## config.mk

```make
export PLATFORM = sky130hd
export DESIGN_NAME = crxq_front
export DESIGN_NICKNAME = d
export VERILOG_FILES = /design/src/rtl/core/crxq_pkg.sv /design/src/rtl/core/crxq_front.sv
export SDC_FILE = /design/constraint.sdc
export NUM_CORES = 1
export LEC_CHECK = 0
export BUFFER_PORTS_ARGS = -buffer_cell sky130_fd_sc_hd__buf_2
export CAP_MARGIN = 30
export CORE_AREA = 3 3 151 138
export CTS_CLUSTER_SIZE = 14
export DETAILED_ROUTE_END_ITERATION = 12
export DIE_AREA = 0 0 154 141
export PLACE_DENSITY = 0.77
export SYNTH_ARGS = -nofsm -noshare
export SYNTH_HDL_FRONTEND = slang
export SYNTH_SLANG_ARGS = --single-unit
```

## constraint.sdc

```tcl
create_clock -name clk -period 4.7 [get_ports clk]
set_clock_uncertainty 0.2 [all_clocks]
set_input_delay 1.41 -clock clk [delete_from_list [all_inputs] [get_ports clk]]
set_output_delay 1.41 -clock clk [all_outputs]
set_load 0.02 [all_outputs]
```

## src/rtl/core/crxq_pkg.sv

```systemverilog
// Package for the CAN receive frame queue.
// Holds sizes, operation codes and the entry and command types shared by all modules.
package crxq_pkg;

  localparam int QUEUE_DEPTH = 128;
  localparam int ADDR_W      = $clog2(QUEUE_DEPTH);
  localparam int FILL_W      = $clog2(QUEUE_DEPTH + 1);

  localparam int IN_DATA_W  = 128;
  localparam int OUT_DATA_W = 208;

  localparam logic OP_PUSH = 1'b0;
  localparam logic OP_POP  = 1'b1;

  localparam logic [3:0] MAX_LENGTH = 4'd8;

  typedef struct packed {
    logic [28:0] id;
    logic        ext;
    logic [3:0]  len;
    logic [63:0] payload;
    logic [63:0] stamp;
  } crxq_entry_t;

  typedef struct packed {
    logic              wr_en;
    logic              rd_en;
    logic [ADDR_W-1:0] addr;
    crxq_entry_t       entry;
    logic              valid_res;
    logic              dropped;
    logic              notify;
    logic [7:0]        occupancy;
    logic [31:0]       drop_total;
  } crxq_cmd_t;

endpackage

```

## src/rtl/core/crxq_front.sv

```systemverilog
// Front end of the CAN receive frame queue: accepts items and keeps the queue bookkeeping.
// Extends timestamps, decides store, drop or read, and issues commands. Uses crxq_pkg.
module crxq_front
  import crxq_pkg::*;
(
  input  logic                 clk,
  input  logic                 rst_n,
  input  logic                 in_tvalid,
  output logic                 in_tready,
  // ext_flag, std_id, ext_id, dlc, payload, raw_stamp (from bit 0 up)
  input  logic [IN_DATA_W-1:0] in_tdata,
  // op
  input  logic                 in_tuser,
  output logic                 cmd_valid,
  input  logic                 cmd_ready,
  output crxq_cmd_t            cmd
);

  logic [ADDR_W-1:0] rd_idx_r, rd_idx_nxt;
  logic [ADDR_W-1:0] wr_idx_r, wr_idx_nxt;
  logic [FILL_W-1:0] fill_r, fill_nxt;
  logic [15:0]       prev_raw_r, prev_raw_nxt;
  logic [47:0]       high_r, high_nxt;
  logic [31:0]       drop_r, drop_nxt;

  logic        accept;
  logic        is_ext;
  logic [10:0] std_id;
  logic [28:0] ext_id;
  logic [3:0]  dlc;
  logic [63:0] payload;
  logic [15:0] raw_stamp;
  logic        full;
  logic        empty;

  assign is_ext    = in_tdata[0];
  assign std_id    = in_tdata[11:1];
  assign ext_id    = in_tdata[40:12];
  assign dlc       = in_tdata[44:41];
  assign payload   = in_tdata[108:45];
  assign raw_stamp = in_tdata[124:109];

  assign in_tready = cmd_ready;
  assign cmd_valid = in_tvalid;
  assign accept    = in_tvalid && cmd_ready;
  assign full      = (fill_r == FILL_W'(QUEUE_DEPTH));
  assign empty     = (fill_r == '0);

  always_comb begin
    rd_idx_nxt   = rd_idx_r;
    wr_idx_nxt   = wr_idx_r;
    fill_nxt     = fill_r;
    prev_raw_nxt = prev_raw_r;
    high_nxt     = high_r;
    drop_nxt     = drop_r;

    cmd               = '0;
    cmd.entry.id      = is_ext ? ext_id : {18'd0, std_id};
    cmd.entry.ext     = is_ext;
    cmd.entry.len     = (dlc > MAX_LENGTH) ? MAX_LENGTH : dlc;
    cmd.entry.payload = payload;

    if (in_tuser == OP_PUSH) begin
      if (raw_stamp < prev_raw_r) begin
        high_nxt = high_r + 48'd1;
      end
      prev_raw_nxt    = raw_stamp;
      cmd.entry.stamp = {high_nxt, raw_stamp};
      if (full) begin
        drop_nxt    = drop_r + 32'd1;
        cmd.dropped = 1'b1;
      end else begin
        cmd.wr_en     = 1'b1;
        cmd.addr      = wr_idx_r;
        cmd.valid_res = 1'b1;
        wr_idx_nxt    = (wr_idx_r == ADDR_W'(QUEUE_DEPTH - 1)) ? '0 : wr_idx_r + ADDR_W'(1);
        fill_nxt      = fill_r + FILL_W'(1);
      end
      cmd.notify = (fill_nxt != '0);
    end else if (!empty) begin
      cmd.rd_en     = 1'b1;
      cmd.addr      = rd_idx_r;
      cmd.valid_res = 1'b1;
      rd_idx_nxt    = (rd_idx_r == ADDR_W'(QUEUE_DEPTH - 1)) ? '0 : rd_idx_r + ADDR_W'(1);
      fill_nxt      = fill_r - FILL_W'(1);
    end

    cmd.occupancy  = 8'(fill_nxt);
    cmd.drop_total = drop_nxt;
  end

  always_ff @(posedge clk) begin
    if (!rst_n) begin
      rd_idx_r   <= '0;
      wr_idx_r   <= '0;
      fill_r     <= '0;
      prev_raw_r <= '0;
      high_r     <= '0;
      drop_r     <= '0;
    end else if (accept) begin
      rd_idx_r   <= rd_idx_nxt;
      wr_idx_r   <= wr_idx_nxt;
      fill_r     <= fill_nxt;
      prev_raw_r <= prev_raw_nxt;
      high_r     <= high_nxt;
      drop_r     <= drop_nxt;
    end
  end

endmodule

```

==> run_results.csv <==
group,metric,value,unit
clock_network,worstSkewPairLatency,0.41,ns
synthesis,syn_avg_cell_area,7.47,sq um
drt,dr.pass1.iters,5,
critical_path,critPathMaxFanout,11,
sta,fmax,193,MHz
sta,fin_crit_sh,1.10,
synthesis,synthesis.area,8670,sq um
critical_path,required,3.09,ns
floorplan,die-area,21700,sq um
clock_network,cts.sinks,118,
global_route,grt-ovfl-total,0,
cells_and_area,stdcell_count,1587,
min_path,min_path_type,"reg -> reg",
global_route,grt_pass1_vias,8412,
synthesis,synthDistinctLibCells,60,
sta,slew-limit-headroom,0.468,
critical_path,cp-end-kind,"output pin",
placement,gp_congestion,0.925,
critical_path,worstRegToRegCells,8,
critical_path,worstSetupStartpointType,"primary input",
clock_network,cts_max_level,4,
sta,holdWs,0.252,ns
power_and_ir_drop,cellPowerDensity,247,nW/um^2
critical_path,arrival,3.57,ns
drt,post_drt_wl_per_cell,17.2,um
sta,slew_viol_final,0,
drt,vias,8939,
synthesis,synth_top_area_share,0.272,
floorplan,die_h,141,um
synthesis,synthCells,1160,
sta,hold_violations,0,
clock_network,clk_pin_slew,0.05,ns
synthesis,yosysSeqAreaShare,0.272,
cells_and_area,insertedDiodeCount,0,
drt,via_per_inst,5.63,
drt,drc,0,
sta,finalCriticalPeriod,5.18,ns
power_and_ir_drop,ir_drop,0.243,mV
critical_path,cp_slowest_cell,"nor3_2",
clock_network,clockBufferDepth,2,
sta,finalSetupViolCount,48,
critical_path,critPathMaxStageDelay,0.33,ns
drt,first_iter_violations,516,
critical_path,cp_cell_sequence,"buf_12 > ha_4 > nand4_1 > nor3_2 > nor3_4 > buf_6 > buf_4 > buf_12 > nand4_1 > xor2_2 > nor2_1 > buf_2",
min_path,min_delay_worst_endpoint,"prev_raw_r[11]",
outcome,status,"complete, but fails checks",
drt,ant_nets,0,
clock_network,cts_buffers,17,
min_path,hp-start,"prev_raw_r[11]",
min_path,min_path_cells,2,
synthesis,synth_flop_cell,"dfxtp_1",
critical_path,timing.rr.start,"high_r[16]",
cells_and_area,design_area,11700,sq um
synthesis,synth-edff-count,0,
global_route,grt.total_usage,0.236,
critical_path,cpLargestDelayFamily,"simple AND/OR/NAND/NOR gates",
synthesis,async_flop_share,0,
global_route,grt_max_degree,42,
placement,io_buffers,217,
floorplan,die_w,154,um
critical_path,critPathBufInv,5,
drt,totalWireLength,27200,um
power_and_ir_drop,p_leak,4.49,nW
synthesis,yosys.area.top_type,"dfxtp_1",
global_route,grt_pass1_wl,42600,um
global_route,antenna_found_initial,0,
floorplan,initial_core_util,0.450,
floorplan,core,19300,sq um
critical_path,criticalPathCategory,"in -> out",
cells_and_area,drive_above_1_share,0.356,
sta,rsz0062_at_grt,"yes",
synthesis,ys_ff_latch,118,
sta,tightest_slew,0.790,ns
synthesis,post-synth-top-count-cell,"nor2_1",
synthesis,synth_area_leaders,"dfxtp_1 (27%), xor2_1 (8.1%), buf_4 (5.9%), nor2_1 (5.9%), xnor2_1 (4.7%)",
floorplan,std_cell_rows,48,
synthesis,yosysWarnings,0,
placement,dp_cells,1530,
placement,dp_hpwl,18000,um
flow_run,maxCapViolations,0,
cells_and_area,layout.nets,1479,
sta,setup_ws,-0.475,ns
placement,placed_area,9910,sq um
critical_path,r2r-end,"high_r[45]",
clock_network,postCtsHoldBufs,0,
clock_network,cts_tree,"yes",
cells_and_area,area_growth,34.7,%
critical_path,reg2reg_setup_slack,1.73,ns
synthesis,synth_common_cells,"nor2_1 (136), dfxtp_1 (118), nand2_1 (108)",
synthesis,synth_nets,1314,
outcome,violations,"setup timing",
clock_network,root_buffer,"clkbuf_16",
floorplan,ios,349,
[layout make-up]
class | count | area (sq um)
fillers | 1580 | 7600
clock buffers | 23 | 508
flip-flops and latches | 118 | 2360
multi-input cells | 868 | 6160
well taps | 250 | 313
inverters | 35 | 135
clock inverters | 8 | 119
repair buffers | 285 | 2070
[sequential cells by signal (all words and copies together) (netlist names)]
name,flops
drop_r,32
fill_r,8
high_r,48
prev_raw_r,16
rd_idx_r,7
wr_idx_r,7
[layout by cell type (no fill, tap or decap), types with 32 or more instances in the layout]
cell / synthesis / layout
a21oi_1: 70 / 49
and2_1: 34 / 34
buf_2: 9 / 165
buf_4: 68 / 56
buf_6: 0 / 52
dfxtp_1: 118 / 118
inv_1: 33 / 32
nand2_1: 108 / 106
nand3_1: 79 / 57
nand4_1: 32 / 32
nor2_1: 136 / 111
xnor2_1: 47 / 47
xor2_1: 80 / 63
[metal layers]
layer	track usage	share of wire
met1	0.279	0.39
met2	0.417	0.51
met3	0.0543	0.075
met4	0.0864	0.024
met5	0	0
[logic make-up after synthesis]
| logic type | Yosys count | synth area share |
|---|---|---|
| adder cells (fa/ha/maj) | 21 | 0.0303 |
| flip-flops | 118 | 0.272 |
| AO/OA/AOI/OAI | 154 | 0.109 |
| XOR/XNOR | 127 | 0.128 |
| AND/OR/NAND/NOR | 548 | 0.331 |
| buffers and inverters | 174 | 0.106 |
| multiplexers | 18 | 0.0227 |
[worst max path at each step]
stage	startpoint	to	slack [ns]	depth (start not counted)
after floorplan	in_tdata[110]	cmd[100]	-0.03	6
after global placement	in_tdata[121]	cmd[100]	-0.51	11
after detailed placement	in_tdata[121]	cmd[100]	-0.54	11
after CTS	in_tdata[110]	cmd[101]	-0.40	9
after global routing	in_tdata[122]	cmd[69]	-0.53	12
final	in_tdata[122]	cmd[69]	-0.48	12
[metrics by stage]
stage | utilization | setup TNS, ns | setup slack [ns] | power [mW]
floorplan | - | -0.283 | -0.0339 | 1.39
detailed placement | 0.514 | -18.92 | -0.536 | 1.46
CTS | 0.593 | -14.96 | -0.396 | 2.88
finish | 0.606 | -15.45 | -0.475 | 2.88
global placement | 0.513 | -18.41 | -0.515 | 1.46
global route | 0.606 | -18.82 | -0.528 | 2.98
[worst reg2reg max path, stage by stage (launching register included)]
cell and delay (ns):
dfxtp_1 0.46, and4_1 0.29, nand3_2 0.22, nor4_4 0.53, nand4_1 0.24, buf_4 0.21
buf_4 0.14, or4_1 0.47, a21oi_1 0.14
[what timing repair did]
item | CTS | global route
buffers inserted | 19 | 5
endpoints found under the setup margin | 48 | 57
resized for setup | 181 | 28
pin swaps | 43 | 16
gates cloned | 2 | 2
[report_power, final]
group	internal [mW]	total [mW]	switching (mW)
Clock	0.913	1.38	0.468
Combinational	0.181	0.472	0.291
Sequential	1.01	1.03	0.0151
Total	2.11	2.88	0.774
No activity file was read; power rests on OpenSTA's default activity.
