[src/rtl/core/crxq_pkg.sv]
// Package for the CAN receive frame queue.
// Holds sizes, operation codes and the entry and command types shared by all modules.
package crxq_pkg;

  localparam int QUEUE_DEPTH = 128;
  localparam int ADDR_W      = $clog2(QUEUE_DEPTH);
  localparam int FILL_W      = $clog2(QUEUE_DEPTH + 1);

  localparam int IN_DATA_W  = 128;
  localparam int OUT_DATA_W = 208;

  localparam logic OP_PUSH = 1'b0;
  localparam logic OP_POP  = 1'b1;

  localparam logic [3:0] MAX_LENGTH = 4'd8;

  typedef struct packed {
    logic [28:0] id;
    logic        ext;
    logic [3:0]  len;
    logic [63:0] payload;
    logic [63:0] stamp;
  } crxq_entry_t;

  typedef struct packed {
    logic              wr_en;
    logic              rd_en;
    logic [ADDR_W-1:0] addr;
    crxq_entry_t       entry;
    logic              valid_res;
    logic              dropped;
    logic              notify;
    logic [7:0]        occupancy;
    logic [31:0]       drop_total;
  } crxq_cmd_t;

endpackage

[src/rtl/core/crxq_cmdq.sv]
// Two-entry command queue between the front end and the back end of the frame queue.
// Lets either side stall on its own. Uses crxq_pkg for the command type.
module crxq_cmdq
  import crxq_pkg::*;
(
  input  logic      clk,
  input  logic      rst_n,
  input  logic      push_valid,
  output logic      push_ready,
  input  crxq_cmd_t push_cmd,
  output logic      pop_valid,
  input  logic      pop_ready,
  output crxq_cmd_t pop_cmd
);

  crxq_cmd_t  cmd_r [2];
  logic       wr_ptr_r, wr_ptr_nxt;
  logic       rd_ptr_r, rd_ptr_nxt;
  logic [1:0] cnt_r, cnt_nxt;
  logic       do_push;
  logic       do_pop;

  assign push_ready = (cnt_r != 2'd2);
  assign pop_valid  = (cnt_r != 2'd0);
  assign pop_cmd    = cmd_r[rd_ptr_r];
  assign do_push    = push_valid && push_ready;
  assign do_pop     = pop_valid && pop_ready;

  always_comb begin
    wr_ptr_nxt = do_push ? ~wr_ptr_r : wr_ptr_r;
    rd_ptr_nxt = do_pop ? ~rd_ptr_r : rd_ptr_r;
    cnt_nxt    = cnt_r + {1'b0, do_push} - {1'b0, do_pop};
  end

  always_ff @(posedge clk) begin
    if (!rst_n) begin
      wr_ptr_r <= 1'b0;
      rd_ptr_r <= 1'b0;
      cnt_r    <= 2'd0;
    end else begin
      wr_ptr_r <= wr_ptr_nxt;
      rd_ptr_r <= rd_ptr_nxt;
      cnt_r    <= cnt_nxt;
    end
  end

  always_ff @(posedge clk) begin
    if (do_push) begin
      cmd_r[wr_ptr_r] <= push_cmd;
    end
  end

endmodule

[config.mk]
export PLATFORM = sky130hd
export DESIGN_NAME = crxq_cmdq
export DESIGN_NICKNAME = d
export VERILOG_FILES = /design/src/rtl/core/crxq_pkg.sv /design/src/rtl/core/crxq_cmdq.sv
export SDC_FILE = /design/constraint.sdc
export NUM_CORES = 1
export LEC_CHECK = 0
export BUFFER_PORTS_ARGS = -buffer_cell sky130_fd_sc_hd__buf_2
export CORE_AREA = 2 2 147 221
export CTS_CLUSTER_SIZE = 8
export DETAILED_ROUTE_END_ITERATION = 8
export DIE_AREA = 0 0 149 223
export HOLD_SLACK_MARGIN = 0.12
export PLACE_DENSITY = 0.76
export SLEW_MARGIN = 20
export SYNTH_ARGS = -nofsm -noshare
export SYNTH_HDL_FRONTEND = slang
export SYNTH_SLANG_ARGS = --single-unit
export TNS_END_PERCENT = 10
[constraint.sdc]
create_clock -name clk -period 13.3 [get_ports clk]
set_input_delay 1.995 -clock clk [delete_from_list [all_inputs] [get_ports clk]]
set_output_delay 1.995 -clock clk [all_outputs]
set_load 0.05 [all_outputs]
==> out/qor.txt, run 1 <==
type of the tightest min-delay check: flop to flop
Cell Area, Synth: 0.01634 mm2
Design Area, Final: 0.02055 mm2
final cell count without fillers: 1,620
Sink Count: 433
via count: 8,239
Final setup viols: 0
number of detailed-route iterations in the first pass: 4
CTS clk-pin slew, worst paths: 0.05 ns
nets@finish: 1,390
Clock Path Buffers: 3
Setup WS pre-CTS: 8.381 ns
final hold viol count: 0
Flop pwr share: 0.386
Total Routing Usage GR: 0.1986
Slew Viols, Final: 0
skew final: 0.01303 ns
Worst-Skew Late Latency: 0.56 ns
most frequent CP cell: buf_4
Sw Share: 0.3516
DRT iter0 DRCs: 352
TritonCTS Buffers: 60
RSZ-0062 raised after global routing: false
leading register cell type out of synthesis: edfxtp_1
vias in the first global route: 8,771
Sum Neg Setup Slack: 0 ns
number of gates resized after cts: 0
Initial Utilization: 0.5197
Post-DP Area: 0.01888 mm2
CTS tree: built
worst path arrival time: 3.44 ns
Syn Inst Count: 690
logic gate share of total power: 0.331
clock power share: 0.283
sequential fraction of the synthesis area: 0.7929
post-synthesis mux area share: 0.1849
power per cell area: 226.2 mW/mm2
largest family of logic cells by synthesized area: multiplexers
Setup crit end kind: primary output
Top Ports: 434
run status: finished, final reports clean
shortest period the worst path allows: 5.431 ns
WL per Instance: 21.16 um
Net Sw Power: 1634 uW
antenna violations before repair: 18
leading area contributor after synthesis: edfxtp_1
worst hold slack: 0.5397 ns
Post-Route WL: 34,280 um
crit path kind: flop to primary output
slowest CP cell: dfxtp_4
# hold bufs at CTS: 0
most instantiated cells after synthesis: edfxtp_1, mux2_4, mux2_2, buf_6
Post-synth EDFFs: 428
leak pwr: 0.007986 uW
IO Port Bufs: 433
Post-Place Cells: 1,518
Worst Path Buf+Inv: 3
worst setup margin: 7.869 ns
Synth Net Count: 910
fraction of layout cells with a size suffix above 1: 0.6042
H-tree Lvls: 2
RD Place Congestion: 0.7969
cells along the critical path: buf_4, buf_4, mux2_2, buf_2
Row Count: 80
Die X: 149 um
Internal: 3014 uW
Die Height: 223 um
most common cell in the synthesized netlist: edfxtp_1
max capacitance violation total: 0
slew of the pin with the lowest slew margin: 1.061 ns
gr ovfl total: 0
slowest stage delay, CP: 0.85 ns
Layout area overhead: 25.78%
Worst EP required: 11.31 ns
DRC: 0
YS warnings: 0
largest fanout on the critical path: 54
ys async rst share: 0
flop and latch count out of synthesis: 433
Core ar.: 0.03143 mm2
largest cells by area after synthesis: edfxtp_1, mux2_4, mux2_2
first-pass GRT wire length: 48,870 um
total die area: 0.03323 mm2
syn avg cell area: 23.67 um2
Synth Area in Adders: 0.001532
post-synthesis cell type count: 18
drt via density: 5.086
Setup Fix Bufs, Post-CTS: 0
root buffer cell: clkbuf_16
largest net degree at the start of global routing: 80
post-DP HPWL: 23,340 um
CP delay by family, top: buffers and inverters
Synth Area in Simple Gates: 0.003753
Post-Synth XOR/XNOR Area: 0.001608
Worst VDD drop: 0.0001976 V
Synth top area share: 0.7868
crit share post-route: 0.4083
crit path launch type: flop
slew margin rel.: 0.2924
Compound-Gate Fraction of Synth Area: 0.0004596
antenna-violating nets left: 0
FMAX: 0.1841 GHz
==> per-layer routing <==
metal / wire length [um] / GRT usage / up-vias / part of all wire
met1: 11350 / 0.2020 / 4056 / 0.33
li1: - / - / 3728 / -
met4: 1541 / 0.1177 / 6 / 0.045
met2: 18950 / 0.3577 / 354 / 0.55
met5: 38 / 0 / - / 0.0011
met3: 2398 / 0.05562 / 95 / 0.070
==> cell usage in the layout (no fill, tap or decap) <==
cell type and instances:
and2_1 2, and3_4 1, buf_16 1, buf_2 433
buf_4 8, clkbuf_1 25, clkbuf_16 61, clkinv_4 1
dfxtp_1 4, dfxtp_4 1, diode_2 15, edfxtp_1 428
ha_1 2, inv_1 1, mux2_2 54, mux2_4 160
mux2i_1 1, nand2_1 2, nand2b_1 2, nor2_4 1
nor2b_1 2, o21a_1 1, or2_2 1, xnor2_1 3
==> cells by family after synthesis <==
kind of cell,Yosys count
and+or+nand+nor,11
DFF,433
xor gates and xnor gates,3
buffers and inverters,25
adders and majority gates,2
AOI/OAI and AO/OA,1
muxes,215
==> final timing paths <==
kind	startpoint	end	slack [ns]	depth (start not counted)
setup / recovery	flop	pop_cmd[26]	7.87	4
hold / removal	wr_ptr_r$_SDFFE_PN0N_	wr_ptr_r$_SDFFE_PN0N_	0.54	2
setup reg to reg	cnt_r[0]$_SDFF_PN0_	cmd_r[0][144]$_DFFE_PP_	10.14	5
hold reg to reg	wr_ptr_r$_SDFFE_PN0N_	wr_ptr_r$_SDFFE_PN0N_	0.54	2
==> power groups by stage <==
stage | Combinational (uW) | Sequential [uW] | Clock, uW
floorplan | 1290 | 1830 | 0
global placement | 1540 | 1810 | 0
detailed placement | 1550 | 1820 | 0
CTS | 1550 | 1800 | 1340
global route | 1600 | 1810 | 1400
finish | 1540 | 1790 | 1320
==> through the flow <==
stage            util  total power, uW
4_1_cts        0.6525             4690
3_5_place_dp   0.6007             3365
6_report       0.6537             4648
2_1_floorplan       -             3121
5_1_grt        0.6535             4802
3_3_place_gp   0.5998             3347
==> registers in the layout, indices dropped and copies added (netlist names), named ones only <==
signal	count
wr_ptr_r	1
cmd_r	428
cnt_r	2
rd_ptr_r	1
==> worst min-delay path: stages, from the launching register on <==
cell and delay [ns]:
dfxtp_1 0.35, nand2_1 0.07, mux2i_1 0.07
==> final cells by class <==
type,instances,area [um2]
diodes,15,37.54
clock buffers,86,1620
clock inverters,1,8.758
fillers,2166,10880
inverters,1,3.754
multi-input cells,232,3153
flip-flops and latches,433,12960
well taps,410,513.0
repair buffers,442,2255
(Power assumes the default switching activity.)
==> run 2, diff against run 1 <==
Clock period 13.3 ns to 5.35 ns, I/O delays scaled along.
==> run 2 against run 1 <==
  * Core utilization rose by 0.056 points
  * Sequential share of layout area fell by 0.054 points
  * Via count fell by 0.36%
  * Clock skew fell by 0.0034 ns
  * Clock power rose by 140%
  * Cell count fell by 0.80%
  * Largest power group unchanged
==> out/qor.txt, run 2 (synthesis gave the netlist of run 1 again) <==
Worst EP required: 4.55 ns (was 11.31 ns)
RD Place Congestion: 0.7716 (was 0.7969)
power per cell area: 560.6 mW/mm2 (was 226.2 mW/mm2)
crit path launch type: flop (unchanged)
Post-Place Cells: 1,520 (was 1,518)
shortest period the worst path allows: 3.389 ns
cells along the critical path: buf_4, mux2_4, buf_2 (was buf_4, buf_4, mux2_2, buf_2)
most frequent cells in the layout: buf_2, edfxtp_1, mux2_4, clkbuf_16, mux2_2 (unchanged)
final cell count without fillers: 1,607 (was 1,620)
slew of the pin with the lowest slew margin: 0.9213 ns (was 1.061 ns)
CTS tree: built (unchanged)
skew final: 0.009636 ns (was 0.01303 ns)
FMAX: 0.2951 GHz
Flop pwr share: 0.385 (was 0.386)
met3 WL: 2624 um (was 2398 um)
worst setup margin: 1.961 ns (was 7.869 ns)
Top Ports: 434 (unchanged)
Final setup viols: 0 (unchanged)
Setup WS pre-CTS: 2.512 ns (was 8.381 ns)
commonest non-fill, non-tap cell in the layout: buf_2 (unchanged)
Die X: 149 um (unchanged)
antenna-violating nets left: 0 (unchanged)
Worst VDD drop: 0.0004624 V (was 0.0001976 V)
antenna violations before repair: 15 (was 18)
CTS clk-pin slew, worst paths: 0.05 ns (about the same)
Setup Fix Bufs, Post-CTS: 0 (unchanged)
hold path depth: 1 (was 2)
Post-Route WL: 33,710 um (was 34,280 um)
Post-DP Area: 0.01895 mm2 (was 0.01888 mm2)
Design Area, Final: 0.02056 mm2 (was 0.02055 mm2)
largest fanout on the critical path: 45 (was 54)
total die area: 0.03323 mm2 (unchanged)
slowest CP cell: dfxtp_4 (unchanged)
reg2reg path depth: 4 (was 5)
Total Routing Usage GR: 0.1959 (was 0.1986)
first-pass GRT wire length: 48,480 um (was 48,870 um)
run status: finished, final reports clean (unchanged)
slew margin rel.: 0.3858 (was 0.2924)
Layout area overhead: 25.89% (was 25.78%)
Fillers: 2,127 (was 2,166)
Slew Viols, Final: 0 (unchanged)
Top reg by flops: cmd_r (unchanged)
area occupied by multi-input gates: 0.003153 mm2 (unchanged)
FF+latch area: 0.01296 mm2 (unchanged)
Met1 Wirelength: 10,970 um (was 11,350 um)
type of the tightest min-delay check: input port to flop (was flop to flop)
drt via density: 5.108 (was 5.086)
Largest register FFs: 428 (unchanged)
clock power share: 0.279 (was 0.283)
slowest stage delay, CP: 0.91 ns (was 0.85 ns)
max capacitance violation total: 0 (unchanged)
crit path kind: flop to primary output (unchanged)
crit share post-route: 0.6335
H-tree Lvls: 2 (unchanged)
final hold viol count: 0 (unchanged)
leak pwr: 0.007997 uW (was 0.007986 uW)
Sink Count: 433 (unchanged)
Initial Utilization: 0.5197 (unchanged)
worst path arrival time: 2.59 ns (was 3.44 ns)
Clock Path Buffers: 3 (unchanged)
WL per Instance: 20.98 um (was 21.16 um)
number of detailed-route iterations in the first pass: 4 (unchanged)
Internal: 7468 uW (was 3014 uW)
# hold bufs at CTS: 0 (unchanged)
Regs by FF count: cmd_r x428, cnt_r x2 (unchanged)
fraction of layout cells with a size suffix above 1: 0.6110 (was 0.6042)
routed wl met2: 18,800 um (was 18,950 um)
DRC: 0 (unchanged)
logic gate share of total power: 0.335 (was 0.331)
gr ovfl total: 0 (unchanged)
post-DP HPWL: 22,950 um (was 23,340 um)
Die Height: 223 um (unchanged)
utilization after layout: 0.6543 (was 0.6537)
uppermost layer routed: met5 (unchanged)
via count: 8,209 (was 8,239)
largest net degree at the start of global routing: 107 (was 80)
Worst-Skew Late Latency: 0.56 ns (about the same)
vias in the first global route: 8,591 (was 8,771)
RSZ-0062 raised after global routing: false (unchanged)
Setup crit end kind: primary output (unchanged)
Core ar.: 0.03143 mm2 (unchanged)
Sw Share: 0.3522 (was 0.3516)
IO Port Bufs: 433 (unchanged)
nets@finish: 1,392 (was 1,390)
number of gates resized after cts: 0 (unchanged)
TritonCTS Buffers: 60 (unchanged)
Row Count: 80 (unchanged)
Net Sw Power: 4061 uW (was 1634 uW)
DRT iter0 DRCs: 340 (was 352)
root buffer cell: clkbuf_16 (unchanged)
run 2: changes by cell type in the layout (fill, tap and decap cells not counted), sizes merged:
cell / change
buf: +2
clkbuf: -12
diode: -3
run 2: worst paths after layout:
path	start	end	slack, ns
setup / recovery	flop	pop_cmd[174]	1.96
hold / removal	push_cmd[181]	cmd_r[0][181]$_DFFE_PP_	0.43
setup reg to reg	cnt_r[0]$_SDFF_PN0_	cmd_r[0][17]$_DFFE_PP_	2.92
hold reg to reg	wr_ptr_r$_SDFFE_PN0N_	wr_ptr_r$_SDFFE_PN0N_	0.54
run 2: critical path: cells and delay by family, from the launching register on:
| kind | cells | cell delay, ns |
|---|---|---|
| flops | 1 | 0.91 |
| buf+inv | 2 | 0.71 |
| mux | 1 | 0.34 |
run 2: metrics by stage:
stage | total power (uW) | setup TNS, ns | hold WS (ns)
floorplan | 7677 | -236.88 | 0.4883
global placement | 8349 | 0 | 0.5036
detailed placement | 8404 | 0 | 0.5337
CTS | 11660 | 0 | 0.3893
global route | 11920 | 0 | 0.3998
finish | 11530 | 0 | 0.4268
run 2: power by group through the flow:
stage | logic [uW] | registers [uW] | clock network (uW)
after CTS | 3910 | 4450 | 3300
after global placement | 3870 | 4480 | 0
final | 3870 | 4440 | 3220
after detailed placement | 3900 | 4510 | 0
after global routing | 4020 | 4480 | 3420
after floorplan | 3200 | 4470 | 0
run 2: per-layer routing:
metal | up-vias | GRT usage
met2 | 340 | 0.3587
met3 | 83 | 0.06115
li1 | 3717 | -
met5 | - | 0
met1 | 4065 | 0.1989
met4 | 4 | 0.09555
run 2: cell type report:
| type | instances | area share |
|---|---|---|
| diodes | 12 | 0.001460 |
| clock buffers | 74 | 0.07660 |
| clock inverters | 1 | 0.0004259 |
| inverters | 1 | 0.0001825 |
| multi-input cells | 232 | 0.1533 |
| flip-flops and latches | 433 | 0.6300 |
| well taps | 410 | 0.02495 |
| repair buffers | 444 | 0.1130 |
==> run 3, diff against run 2 <==
Settings changed: CORE_AREA 2 2 147 221 to 2 2 156 234, DIE_AREA 0 0 149 223 to 0 0 158 236, PLACE_DENSITY 0.76 to 0.71.
Clock period 5.35 ns to 3.1 ns, I/O delays scaled along.
==> run 3 against run 2 <==
  * Count of clock-buffer cells in the layout down 1
  * Via count increased by 11%
  * Cell count increased by 18%
  * Worst hold slack lost 0.28 ns
  * Sequential power is 71% higher
  * Clock skew up 0.0048 ns
  * Largest cell class unchanged
  * Largest power group unchanged
==> out/qor.txt, run 3 (synthesis gave the netlist of run 1 again) <==
Fillers: 2,456 (was 2,127)
most frequent cells in the layout: buf_2, edfxtp_1, dlygate4sd3_1, mux2_4, clkbuf_16 (was buf_2, edfxtp_1, mux2_4, clkbuf_16, mux2_2)
leak pwr: 0.008953 uW (was 0.007997 uW)
Layout area overhead: 40.14% (was 25.89%)
DRC: 0 (unchanged)
IO Port Bufs: 433 (unchanged)
CTS clk-pin slew, worst paths: 0.05 ns (about the same)
run status: finished, final reports clean (unchanged)
Row Count: 85 (was 80)
Worst EP required: 2.63 ns (was 4.55 ns)
RSZ-0062 raised after global routing: false (unchanged)
Setup crit end: pop_cmd[183] (was pop_cmd[174])
largest fanout on the critical path: 25 (was 45)
power per cell area: 888.5 mW/mm2 (was 560.6 mW/mm2)
Design Area, Final: 0.02289 mm2 (was 0.02056 mm2)
Top reg by flops: cmd_r (unchanged)
Die Height: 236 um (was 223 um)
Total Routing Usage GR: 0.1947 (was 0.1959)
gr ovfl total: 0 (unchanged)
Slew Viols, Final: 0 (unchanged)
Net Sw Power: 7206 uW (was 4061 uW)
CTS tree: built (unchanged)
RD Place Congestion: 0.8179 (was 0.7716)
Sink Count: 433 (unchanged)
Worst-Skew Late Latency: 0.57 ns (was 0.56 ns)
Post-Route WL: 37,320 um (was 33,710 um)
Largest register FFs: 428 (unchanged)
slew margin rel.: 0.5426 (was 0.3858)
Sw Share: 0.3543 (was 0.3522)
worst path arrival time: 2.06 ns (was 2.59 ns)
final hold viol count: 0 (unchanged)
root buffer cell: clkbuf_16 (unchanged)
logic gate share of total power: 0.350 (was 0.335)
reg2reg end: cmd_r[1][57]$_DFFE_PP_ (was cmd_r[0][17]$_DFFE_PP_)
Core ar.: 0.03552 mm2 (was 0.03143 mm2)
H-tree Lvls: 2 (unchanged)
Setup WS pre-CTS: 1.126 ns (was 2.512 ns)
antenna violations before repair: 8 (was 15)
post-DP HPWL: 23,270 um (was 22,950 um)
shortest period the worst path allows: 2.529 ns
Clock Path Buffers: 3 (unchanged)
number of detailed-route iterations in the first pass: 4 (unchanged)
drt via density: 4.817 (was 5.108)
reg2reg start: cnt_r[0]$_SDFF_PN0_ (unchanged)
largest net degree at the start of global routing: 109 (was 107)
vias in the first global route: 10,130 (was 8,591)
via count: 9,105 (was 8,209)
Setup crit end kind: primary output (unchanged)
Post-DP Area: 0.01916 mm2 (was 0.01895 mm2)
fraction of layout cells with a size suffix above 1: 0.5249 (was 0.6110)
max capacitance violation total: 0 (unchanged)
first-pass GRT wire length: 54,780 um (was 48,480 um)
Die X: 158 um (was 149 um)
crit path kind: flop to primary output (unchanged)
crit share post-route: 0.8157
Sum Neg Setup Slack: 0 ns (unchanged)
type of the tightest min-delay check: input port to flop (unchanged)
commonest non-fill, non-tap cell in the layout: buf_2 (unchanged)
clock power share: 0.277 (was 0.279)
crit path launch type: flop (unchanged)
slew of the pin with the lowest slew margin: 0.6860 ns (was 0.9213 ns)
Worst VDD drop: 0.0007520 V (was 0.0004624 V)
Flop pwr share: 0.373 (was 0.385)
WL per Instance: 19.74 um (was 20.98 um)
Top Ports: 434 (unchanged)
DRT iter0 DRCs: 410 (was 340)
nets@finish: 1,614 (was 1,392)
FMAX: 0.3955 GHz
Final setup viols: 0 (unchanged)
skew final: 0.01440 ns (was 0.009636 ns)
antenna-violating nets left: 0 (unchanged)
total die area: 0.03729 mm2 (was 0.03323 mm2)
reg2reg setup slack: 1.28 ns (was 2.92 ns)
Regs by FF count: cmd_r x428, cnt_r x2 (unchanged)
utilization after layout: 0.6445 (was 0.6543)
Internal: 13,130 uW (was 7468 uW)
Initial Utilization: 0.4599 (was 0.5197)
TritonCTS Buffers: 60 (unchanged)
reg2reg path depth: 3 (was 4)
worst setup margin: 0.5713 ns (was 1.961 ns)
==> run 3: area by class of cell <==
cell class	instances	area, um2	area share
antenna	4	10.01	0.0004372
multi-input combinational	232	3168	0.1384
timing repair buffer	666	4559	0.1992
inverter	1	3.754	0.0001640
tap	478	598.1	0.02612
clock inverter	3	25.02	0.001093
clock buffer	73	1572	0.06865
sequential	433	12960	0.5660
==> run 3: power groups by stage <==
| stage | Sequential, uW | Combinational [uW] | Clock [uW] |
|---|---|---|---|
| after global placement | 7630 | 6850 | 0 |
| after CTS | 7580 | 7130 | 5740 |
| after detailed placement | 7680 | 6890 | 0 |
| after floorplan | 7690 | 5540 | 0 |
| final | 7580 | 7120 | 5640 |
| after global routing | 7640 | 7390 | 5990 |
==> run 3: critical path, stage by stage (launching register included) <==
cell and delay [ns]:
dfxtp_4 0.41, buf_12 0.22, buf_4 0.30, mux2_4 0.33
buf_2 0.22
==> run 3: worst min-delay path by stage <==
stage                          start                 endpoint  slack [ns]  depth (start not counted)
5_1_grt                push_cmd[106]  cmd_r[1][106]$_DFFE_PP_        0.13                          1
2_1_floorplan  wr_ptr_r$_SDFFE_PN0N_    wr_ptr_r$_SDFFE_PN0N_        0.49                          2
3_5_place_dp   wr_ptr_r$_SDFFE_PN0N_    wr_ptr_r$_SDFFE_PN0N_        0.54                          2
6_report               push_cmd[106]  cmd_r[0][106]$_DFFE_PP_        0.15                          1
4_1_cts                push_cmd[111]  cmd_r[1][111]$_DFFE_PP_        0.12                          1
3_3_place_gp   wr_ptr_r$_SDFFE_PN0N_    wr_ptr_r$_SDFFE_PN0N_        0.51                          2
==> run 3: timing repair <==
action                                 4_1_cts  5_1_grt
resized for setup                            0        0
setup buffers                                0        0
hold buffers                               211        1
endpoints found under the hold margin      422        1
==> run 3: stage by stage <==
step	hold WS [ns]	power, uW	instances
6_report	0.1493	20340	1890
3_5_place_dp	0.5376	14570	1598
2_1_floorplan	0.4868	13220	690
3_3_place_gp	0.5083	14490	1598
4_1_cts	0.1249	20450	1885
5_1_grt	0.1278	21020	1889
==> run 3: metal layers <==
metal | share of wire | GRT usage | up-vias | routed length (um)
met1 | 0.34 | 0.1985 | 4462 | 12810
met2 | 0.54 | 0.3561 | 363 | 20160
met3 | 0.061 | 0.04740 | 120 | 2280
li1 | - | - | 4152 | -
met4 | 0.054 | 0.1103 | 8 | 2014
met5 | 0.0013 | 0 | - | 49
